### config.mk
export PLATFORM = sky130hd
export DESIGN_NAME = sacl_ram
export DESIGN_NICKNAME = d
export VERILOG_FILES = /design/src/design/sacl_ram.sv
export SDC_FILE = /design/constraint.sdc
export NUM_CORES = 1
export LEC_CHECK = 0
export BUFFER_PORTS_ARGS = -buffer_cell sky130_fd_sc_hd__buf_2
export CAP_MARGIN = 5
export CORE_ASPECT_RATIO = 0.75
export CORE_MARGIN = 5
export CORE_UTILIZATION = 45
export CTS_BUF_LIST = sky130_fd_sc_hd__clkbuf_4 sky130_fd_sc_hd__clkbuf_8 sky130_fd_sc_hd__clkbuf_16
export DETAILED_ROUTE_END_ITERATION = 10
export MAX_ROUTING_LAYER = met4
export SLEW_MARGIN = 20
export SYNTH_ARGS = -nofsm -noshare
export SYNTH_HDL_FRONTEND = slang
export SYNTH_SLANG_ARGS = --single-unit
export TNS_END_PERCENT = 30
### constraint.sdc
create_clock -name clk -period 3.8 [get_ports clk]
set_input_delay 0.57 -clock clk [delete_from_list [all_inputs] [get_ports clk]]
set_output_delay 0.57 -clock clk [all_outputs]
set_load 0.05 [all_outputs]
### src/design/sacl_ram.sv
module sacl_ram #(
  parameter int WIDTH = 8,
  parameter int DEPTH = 16,
  localparam int AW = (DEPTH > 1) ? $clog2(DEPTH) : 1
) (
  input  logic             clk,
  input  logic             we,
  input  logic [AW-1:0]    waddr,
  input  logic [WIDTH-1:0] wdata,
  input  logic [AW-1:0]    raddr,
  output logic [WIDTH-1:0] rdata
);

  logic [WIDTH-1:0] mem [DEPTH];
  logic [WIDTH-1:0] rdata_r;

  always_ff @(posedge clk) begin
    if (we) begin
      mem[waddr] <= wdata;
    end
  end

  always_ff @(posedge clk) begin
    rdata_r <= mem[raddr];
  end

  assign rdata = rdata_r;

endmodule

# Word level (Yosys, flattened, before mapping)
# Memories as Yosys holds them, arrays and structs flattened. A register that Yosys moved wholly into a read port is not among the register bits.
# Cells that the tools add are included.
# totals
reg_bits	0
ram_bits	128
input_bits	18
output_inout_bits	8
elab_cells	3
n_memories	1
# op_classes
n_mux	2
# mem_list
memory	words	word_bits	rd	rd_ports_with_merged_regs	write_ports	line	rtl
mem	16	8	1	1	1	14	logic [WIDTH-1:0] mem [DEPTH];
# ops
op	n
2-to-1 mux 1 bit	2

# Logic depth before layout (Yosys ltp)
# Gate-level depths: netlist of the first run.
# depth
ltp_word	2
mapped_depth	5
mapped_depth_nobuf	3

# Worst setup path before layout of the first run
# Ideal clock, no wire load.
# synth_path
path_type	input -> register
start	input port waddr[2]
end	memory mem[0][0] (enable)
setup_ns	0.383
arrival_time_ns	1.680
t_required_ns	3.417
setup_slack_ns	1.737
path_stages	2
n_path_buf	0
cell_sequence	or3b_2 nor3_1
# synth_lines
element	line	rtl
from (decl)	8	input logic [AW-1:0] waddr,
to (decl)	14	
# No word-level cell before the write port.

==> results of run 1 <==
worst max-delay path, delay by kind of cell:
family / cells / cell delay [ns]
buffers and inverters: 2 / 0.80
multiplexers: 1 / 0.56
AO/OA/AOI/OAI: 1 / 0.24
AND/OR/NAND/NOR: 1 / 0.12
power by group through the flow:
stage          combinational, µW  sequential, µW  clock, µW
2_1_floorplan               85.1            1750          0
3_3_place_gp                 181            1720          0
3_5_place_dp                 184            1720          0
4_1_cts                      184            1690       1760
5_1_grt                      194            1690       1840
6_report                     181            1690       1730
area by class of cell:
class                      count  area share
clock buffer                  17      0.0705
clock inverter                15      0.0342
multi-input combinational     83       0.175
sequential                   136       0.663
tap                          140      0.0290
timing repair buffer          31      0.0282
cells by family after synthesis:
group                  after synthesis
DFF                                136
buffers and inverters               10
muxes                               32
and+or+nand+nor                     35
AOI/OAI and AO/OA                   16
final timing paths:
kind,start,endpoint,slack (ns),depth (start not counted)
min reg2reg,mem[7][0]$_DFFE_PP_,rdata[0]$_DFF_P_,0.67,3
max,raddr[0],rdata[2]$_DFF_P_,1.78,5
min,wdata[5],mem[7][5]$_DFFE_PP_,0.54,1
max reg2reg,mem[9][2]$_DFFE_PP_,rdata[2]$_DFF_P_,2.45,3
registers in the layout, summed over array words and instances, names as in the netlist:
signal and count:
mem 128, rdata 8
through the flow:
stage / power [µW] / instance area [µm²]
finish: 3600 / 6040
global route: 3720 / 6040
CTS: 3630 / 6040
detailed placement: 1900 / 5410
global placement: 1900 / 5410
floorplan: 1840 / 5150
per-layer routing:
metal | vias up | part of all wire | routed length, µm | GRT usage
met5 | - | 0 | 0 | -
met2 | 85 | 0.47 | 4660 | 0.238
li1 | 1062 | - | - | -
met4 | 0 | 0.0098 | 97 | 0.0617
met3 | 8 | 0.068 | 667 | 0.0551
met1 | 1261 | 0.45 | 4460 | 0.215
placed cells by master (no fill, tap or decap), drive strengths merged, types with 5 or more instances in the layout:
| master | count |
|---|---|
| bufinv | 5 |
| mux4 | 32 |
| a22oi | 16 |
| nor2 | 13 |
| edfxtp | 128 |
| dfxtp | 8 |
| nand2 | 9 |
| clkinv | 6 |
| buf | 31 |
| clkbuf | 17 |
==> results_dict.tcl, run 1 <==
set metrics [dict create \
    path_clk_slew_ns 0.06 \
    yosysMostFrequentCell "edfxtp_1" \
    antenna_found_initial 0 \
    coreArea_um2 11100 \
    synth_fa_ha_area_frac 0 \
    grt_pass1_vias 2476 \
    p_int_uw 2890 \
    synth_largest_area_cell "edfxtp_1" \
    synth_simple_gate_area_share 0.0318 \
    min_path_type "primary input to flip-flop" \
    grt_pass1_wl_um 15000 \
    rsz0062_at_grt "no" \
    period_minus_slack_ns 2.02 \
    irDropWorstVdd_v 0.000442 \
    pre_cts_ws_ns 1.31 \
    cts_resized 0 \
    cts_tree "built" \
    max_freq_ghz 0.496 \
    critical_path_class "primary input to flip-flop" \
    synth-compound-area-share 0.0233 \
    drt-initial-drc-count 147 \
    synth_cells 229 \
    fin_crit_sh 0.531 \
    leakagePower_uw 0.00202 \
    drt-total-wl_um 9880 \
    synthesis.nets 247 \
    start_kind "primary input" \
    finalNonFillerCells 422 \
    grt-ovfl-total 0 \
    fin_nets 287 \
    cp-end-kind "flip-flop" \
    num_vias 2416 \
    crit_arrival_ns 2.29 \
    dieWidth_um 133 \
    gp_congestion 0.745 \
    power_frac_seq 0.469 \
    dieArea_um2 13700 \
    avgSynthCellArea_um2 22.5 \
    layout_setup_ws_ns 1.78 \
    synth_async_sr_flop_share 0 \
    slowest_delay_ns 0.56 \
    cts_made_buffers 17 \
    synth_edf_count 128 \
    synth.area.top_cells "edfxtp_1 75%, mux4_2 7.9%, mux4_1 7.1%" \
    portBuffers 25 \
    max-cap-violations 0 \
    grt_start_max_net_pins 33 \
    comb_power_share 0.050 \
    ant_nets 0 \
    root_buffer "clkbuf_16" \
    ys_warn_count 0 \
    setup_viol 0 \
    synth_top_flop_cell "edfxtp_1" \
    multiInputGateArea_um2 1060 \
    rows 33 \
    io_pins 26 \
    drc_errors 0 \
    status "complete, no violations" \
    path_cells "buf_2 > buf_4 > mux4_1 > a22oi_1 > nand2_1" \
    seqCellArea_um2 4000 \
    cts-htree-levels 4 \
    cts_setup_buffers 0 \
    cts.sinks 136 \
    muxShareOfSynthArea 0.150 \
    first_pass_iters 5 \
    clk_path_buf_depth 2 \
    skew_ns 0.00862 \
    synth_xor_area_frac 0 \
    nFillCells 854 \
    dp_cells 390 \
    synth_top_family_by_area "multiplexers" \
    ys_ff_latch 136 \
    pwr-share-clk 0.481 \
    postCtsHoldBufs 0 \
    synth.top_cell.area_share 0.747 \
    wl_per_cell_um 23.4 \
    swShare 0.198 \
    synthesis.area_um2 5150 \
    area_delta_synth_final_pct 17.3 \
    maxSlewHeadroom 0.391 \
    hold_viol 0 \
    tns_ns 0 \
    insertion_delay_ns 0.41 \
    place_hpwl_um 6470 \
    viasPerCell 5.73 \
    drive_gt1_frac 0.277 \
    power.density_nw_per_um2 597 \
    die_h_um 103 \
    crit_fanout 18 \
    synthTopCellsByCount "128 x edfxtp_1, 18 x mux4_2, 16 x a22oi_1" \
    slowest_stage "mux4_1" \
    worst_pin_slew_ns 0.910 \
    grtUsageTotal 0.163 \
    final_max_slew_viol_count 0 \
    post-route-util 0.546 \
    p_sw_uw 712 \
    n_antenna_cell 0 \
    yosysSeqAreaShare 0.778 \
    yosys.cell_types.count 19 \
    holdWs_ns 0.537 \
    start_util 0.465 \
    required_ns 4.08 \
]
Note: power is estimated with default switching activity, not from simulation.
==> run 2: changes to the inputs <==
--- a/config.mk
+++ b/config.mk
@@ -5,6 +5,7 @@
 export SDC_FILE = /design/constraint.sdc
 export NUM_CORES = 1
 export LEC_CHECK = 0
+export ABC_AREA = 1
 export BUFFER_PORTS_ARGS = -buffer_cell sky130_fd_sc_hd__buf_2
 export CAP_MARGIN = 5
 export CORE_ASPECT_RATIO = 0.75
==> constraint.sdc (replaced) <==
create_clock -name clk -period 1.8 [get_ports clk]
set_input_delay 0.27 -clock clk [delete_from_list [all_inputs] [get_ports clk]]
set_output_delay 0.27 -clock clk [all_outputs]
set_load 0.05 [all_outputs]
==> results_dict.tcl, run 2 <==
set metrics [dict create \
    timing.rr.start "mem[1][6]$_DFFE_PP_" \
    largest_reg_flops 128 \
    yosysSeqAreaShare 0.694 \
    critPathLaunch "rdata[3]$_DFF_P_" \
    postPlaceCellArea_um2 6140 \
    root_buffer "clkbuf_16" \
    period_minus_slack_ns 1.29 \
    dp_cells 741 \
    ys_warn_count 0 \
    dieWidth_um 141 \
    synth.top_cell.area_share 0.667 \
    yosys.cell_types.count 12 \
    final_cell_mix "173 x nand2_1, 128 x edfxtp_1, 100 x inv_1" \
    final_max_slew_viol_count 0 \
    synth_cells 551 \
    grt_pass1_vias 3733 \
    crit_arrival_ns 1.02 \
    rows 35 \
    avgSynthCellArea_um2 10.5 \
    cp-end-kind "primary output" \
    rsz0062_at_grt "no" \
    maxSlewHeadroom 0.605 \
    layout_setup_ws_ns 0.507 \
    required_ns 1.53 \
    holdWs_ns 0.243 \
    path_cells "buf_2" \
    max-cap-violations 0 \
    worst_pin_slew_ns 0.592 \
    drc_errors 0 \
    start_util 0.464 \
    cts_tree "built" \
    synth_edf_count 128 \
    insertion_delay_ns 0.41 \
    seqCellArea_um2 4000 \
    p_sw_uw 1630 \
    path_clk_slew_ns 0.06 \
    grt_start_max_net_pins 65 \
    synth_async_sr_flop_share 0 \
    power_frac_seq 0.471 \
    max_freq_ghz 0.773 \
    pre_cts_ws_ns 0.174 \
    cts.sinks 136 \
    cts_resized 0 \
    pwr-share-clk 0.461 \
    drt-total-wl_um 13300 \
    cts_setup_buffers 0 \
    num_vias 3835 \
    cts_made_buffers 17 \
    power.density_nw_per_um2 1120 \
    irDropWorstVdd_v 0.000722 \
    gp_congestion 0.841 \
    drive_gt1_frac 0.133 \
    io_pins 26 \
    critPathBufInv 1 \
    grt-ovfl-total 0 \
    cts-htree-levels 4 \
    critPathTopFamily "flip-flops" \
    die_h_um 108 \
    synth_largest_area_cell "edfxtp_1" \
    finalInstanceArea_um2 6740 \
    synthTopCellsByCount "173 x nand2_1, 128 x edfxtp_1, 100 x inv_1" \
    place_hpwl_um 8310 \
    finalNonFillerCells 773 \
    comb_power_share 0.068 \
    grt_pass1_wl_um 21000 \
    first_pass_iters 7 \
    hold_viol 0 \
    nFillCells 1089 \
    synthesis.nets 569 \
    antenna_found_initial 0 \
    synth_top_flop_cell "edfxtp_1" \
    mostFrequentLayoutCell "nand2_1" \
    slowest_delay_ns 0.34 \
    synth.area.top_cells "edfxtp_1 67%, nand2_1 11%, nand3_1 8.4%" \
    drt-initial-drc-count 445 \
    fin_crit_sh 0.718 \
    n_antenna_cell 0 \
    status "complete, no violations" \
    p_int_uw 5930 \
    portBuffers 25 \
    coreArea_um2 12400 \
    wl_per_cell_um 17.1 \
    critical_path_class "flip-flop to primary output" \
    area_delta_synth_final_pct 16.9 \
    start_kind "flip-flop" \
    dieArea_um2 15200 \
    yosysMostFrequentCell "nand2_1" \
    regMostFlops "mem" \
    setup_viol 0 \
    crit_fanout 1 \
    ys_ff_latch 136 \
    ant_nets 0 \
    tns_ns 0 \
    viasPerCell 4.96 \
    clk_path_buf_depth 2 \
    fin_nets 612 \
    skew_ns 0.00689 \
    leakagePower_uw 0.00295 \
    min_path_type "primary input to flip-flop" \
    grtUsageTotal 0.193 \
    multiInputGateArea_um2 1210 \
    slowest_stage "dfxtp_1" \
    swShare 0.215 \
    postCtsHoldBufs 0 \
    hp-start "raddr[3]" \
    synthesis.area_um2 5770 \
]
[run 2: cell count changes after synthesis, sizes merged, moves of 2 or more]
cell	delta
nor2	+4
inv	+102
mux4	-32
nand2b	-2
a22oi	-16
clkdlybuf4s25	-3
nand3	+96
buf	+17
nand2	+164
nor3	-4
[run 2: power groups by stage]
stage / Clock, µW / Combinational (µW) / Sequential, µW
after floorplan: 0 / 250 / 3700
after global placement: 0 / 513 / 3620
after detailed placement: 0 / 516 / 3630
after CTS: 3520 / 519 / 3560
after global routing: 3690 / 569 / 3570
final: 3490 / 514 / 3560
[run 2: cell families (layout without fill, tap and decap cells)]
| kind of cell | after synthesis | after routing | synth area share |
|---|---|---|---|
| and+or+nand+nor | 289 | 289 | 0.210 |
| buffers and inverters | 126 | 182 | 0.0952 |
| DFF | 136 | 136 | 0.694 |
[run 2: worst reg2reg max path, stage by stage, from the launching register on]
cell and delay, ns:
edfxtp_1 0.37, inv_1 0.07, nand2_1 0.05, nand3_1 0.09
nand3_1 0.19, nand3_1 0.19, nand2_1 0.07
[run 2: per-layer routing]
| layer | global-route usage | vias up | routed length (µm) |
|---|---|---|---|
| met1 | 0.275 | 1837 | 6270 |
| li1 | - | 1863 | - |
| met3 | 0.0473 | 13 | 929 |
| met4 | 0.0567 | 0 | 153 |
| met2 | 0.275 | 122 | 5900 |
| met5 | - | - | 0 |
[run 2: worst paths after layout]
path / to / slack [ns] / cells after the start
setup / recovery: rdata[3] / 0.51 / 1
hold reg to reg: rdata[2]$_DFF_P_ / 0.67 / 6
setup reg to reg: rdata[6]$_DFF_P_ / 0.67 / 6
hold / removal: rdata[6]$_DFF_P_ / 0.24 / 3
[run 2: final cells by class]
class                      count  share of cell area
clock buffer                  22              0.0696
clock inverter                10              0.0188
inverter                     102              0.0568
multi-input combinational    289               0.180
sequential                   136               0.594
tap                          166              0.0308
timing repair buffer          48              0.0498
[run 2: through the flow]
step	power (µW)	utilization
2_1_floorplan	3950	-
3_3_place_gp	4140	0.494
3_5_place_dp	4140	0.494
4_1_cts	7600	0.542
5_1_grt	7820	0.542
6_report	7560	0.542
==> run 3: changes to the inputs <==
==> constraint.sdc (replaced) <==
create_clock -name clk -period 1.05 [get_ports clk]
set_input_delay 0.1575 -clock clk [delete_from_list [all_inputs] [get_ports clk]]
set_output_delay 0.1575 -clock clk [all_outputs]
set_load 0.05 [all_outputs]
==> results_dict.tcl, run 3 (synthesis gave the netlist of run 2 again) <==
set metrics [dict create \
    status "finished with violations" \
    violations "setup timing" \
    max_freq_ghz 0.923 \
    dieArea_um2 15200 \
    layout_setup_ws_ns -0.0333 \
    viasPerCell 4.96 \
    mostFrequentLayoutCell "nand2_1" \
    cts.sinks 136 \
    maxSlewHeadroom 0.718 \
    grt_pass1_vias 3820 \
    fin_crit_sh 1.03 \
    path_clk_slew_ns 0.05 \
    worst_pin_slew_ns 0.423 \
    power_frac_seq 0.455 \
    required_ns 0.89 \
    coreArea_um2 12400 \
    drc_errors 0 \
    grt-ovfl-total 0 \
    total_power_uw 13500 \
    place_hpwl_um 8700 \
    insertion_delay_ns 0.42 \
    fin_nets 624 \
    cts_made_buffers 17 \
    setup_viol 3 \
    critPathTopFamily "flip-flops" \
    gp_congestion 0.855 \
    nFillCells 1071 \
    power.density_nw_per_um2 1900 \
    start_kind "flip-flop" \
    io_pins 26 \
    grt_pass1_wl_um 21200 \
    critPathBufInv 1 \
    largest_reg_flops 128 \
    clk_path_buf_depth 2 \
    rows 35 \
    regMostFlops "mem" \
    irDropWorstVdd_v 0.00124 \
    p_sw_uw 2950 \
    max-cap-violations 0 \
    grtUsageTotal 0.196 \
    critical_path_class "flip-flop to primary output" \
    slowest_stage "dfxtp_4" \
    holdWs_ns 0.124 \
    crit_arrival_ns 0.93 \
    hold_viol 0 \
    cp-end-kind "primary output" \
    pwr-share-clk 0.468 \
    drt-total-wl_um 13600 \
    ant_nets 0 \
    area_delta_synth_final_pct 22.8 \
    swShare 0.219 \
    drt-initial-drc-count 392 \
    final_cell_mix "170 x nand2_1, 128 x edfxtp_1, 100 x inv_1" \
    root_buffer "clkbuf_16" \
    multiInputGateArea_um2 1280 \
    wl_per_cell_um 17.3 \
    p_int_uw 10500 \
    seqCellArea_um2 4020 \
    final_max_slew_viol_count 0 \
    drive_gt1_frac 0.187 \
    period_minus_slack_ns 1.08 \
    portBuffers 25 \
    path_cells "buf_8" \
    num_vias 3892 \
    die_h_um 108 \
    first_pass_iters 5 \
    grt_start_max_net_pins 33 \
    min_path_type "primary input to flip-flop" \
    dieWidth_um 141 \
    cts-htree-levels 4 \
    cts_setup_buffers 0 \
    slowest_delay_ns 0.37 \
    crit_fanout 1 \
    leakagePower_uw 0.00309 \
    cts_tree "built" \
    antenna_found_initial 0 \
    comb_power_share 0.077 \
    start_util 0.464 \
    n_antenna_cell 0 \
    skew_ns 0.00779 \
    rsz0062_at_grt "yes" \
]
run 3: cell types whose count changed in the layout (fill, tap and decap cells not counted), moves of 5 or more:
cell     before  now
buf_2        25   17
buf_8         0    8
buf_12        3    8
nand3_1      97   86
nand3_2       0   11
dfxtp_1       8    0
dfxtp_2       0    7
buf_4        20   27
run 3: layout make-up:
type                    count  share of cell area
flip-flops and latches    136               0.567
well taps                 166              0.0293
repair buffers             60              0.0802
clock buffers              20              0.0641
inverters                 102              0.0541
multi-input cells         289               0.180
clock inverters            12              0.0249
run 3: repair_timing:
action,CTS,global route
hold endpoints to repair,0,0
hold buffers,0,0
pin swaps,0,3
cloned,0,0
setup endpoints to repair,8,13
gates resized for setup,30,17
run 3: worst paths after layout:
kind,from,to,slack [ns],depth (start not counted)
worst max-delay path,rdata[6]$_DFF_P_,rdata[6],-0.03,1
worst min-delay path,raddr[3],rdata[1]$_DFF_P_,0.12,3
worst max register to register,mem[11][7]$_DFFE_PP_,rdata[7]$_DFF_P_,0.03,6
worst min register to register,mem[7][2]$_DFFE_PP_,rdata[2]$_DFF_P_,0.68,6
run 3: power groups by stage:
stage | Combinational (µW) | Clock (µW) | Sequential [µW]
detailed placement | 941 | 0 | 6220
floorplan | 428 | 0 | 6340
global placement | 939 | 0 | 6220
finish | 1040 | 6300 | 6130
CTS | 1010 | 6370 | 6130
global route | 1120 | 6680 | 6140
run 3: metrics by stage:
| stage | instance area, µm² | cells | setup TNS, ns | worst slack (ns) | util |
|---|---|---|---|---|---|
| 2_1_floorplan | 5770 | 551 | -4.73 | -0.0583 | - |
| 3_3_place_gp | 6300 | 753 | -8.93 | -0.196 | 0.506 |
| 3_5_place_dp | 6300 | 753 | -10.68 | -0.202 | 0.506 |
| 4_1_cts | 7010 | 785 | -0.127 | -0.0448 | 0.563 |
| 5_1_grt | 7080 | 785 | -0.262 | -0.0551 | 0.569 |
| 6_report | 7080 | 785 | -0.0714 | -0.0333 | 0.569 |
run 3: routing by layer:
metal / vias up / global-route usage / routed length [µm] / part of all wire
met2: 171 / 0.276 / 5940 / 0.44
li1: 1884 / - / - / -
met4: 0 / 0.0650 / 163 / 0.012
met1: 1822 / 0.270 / 6340 / 0.47
met3: 15 / 0.0619 / 1140 / 0.084
met5: - / - / 0 / 0
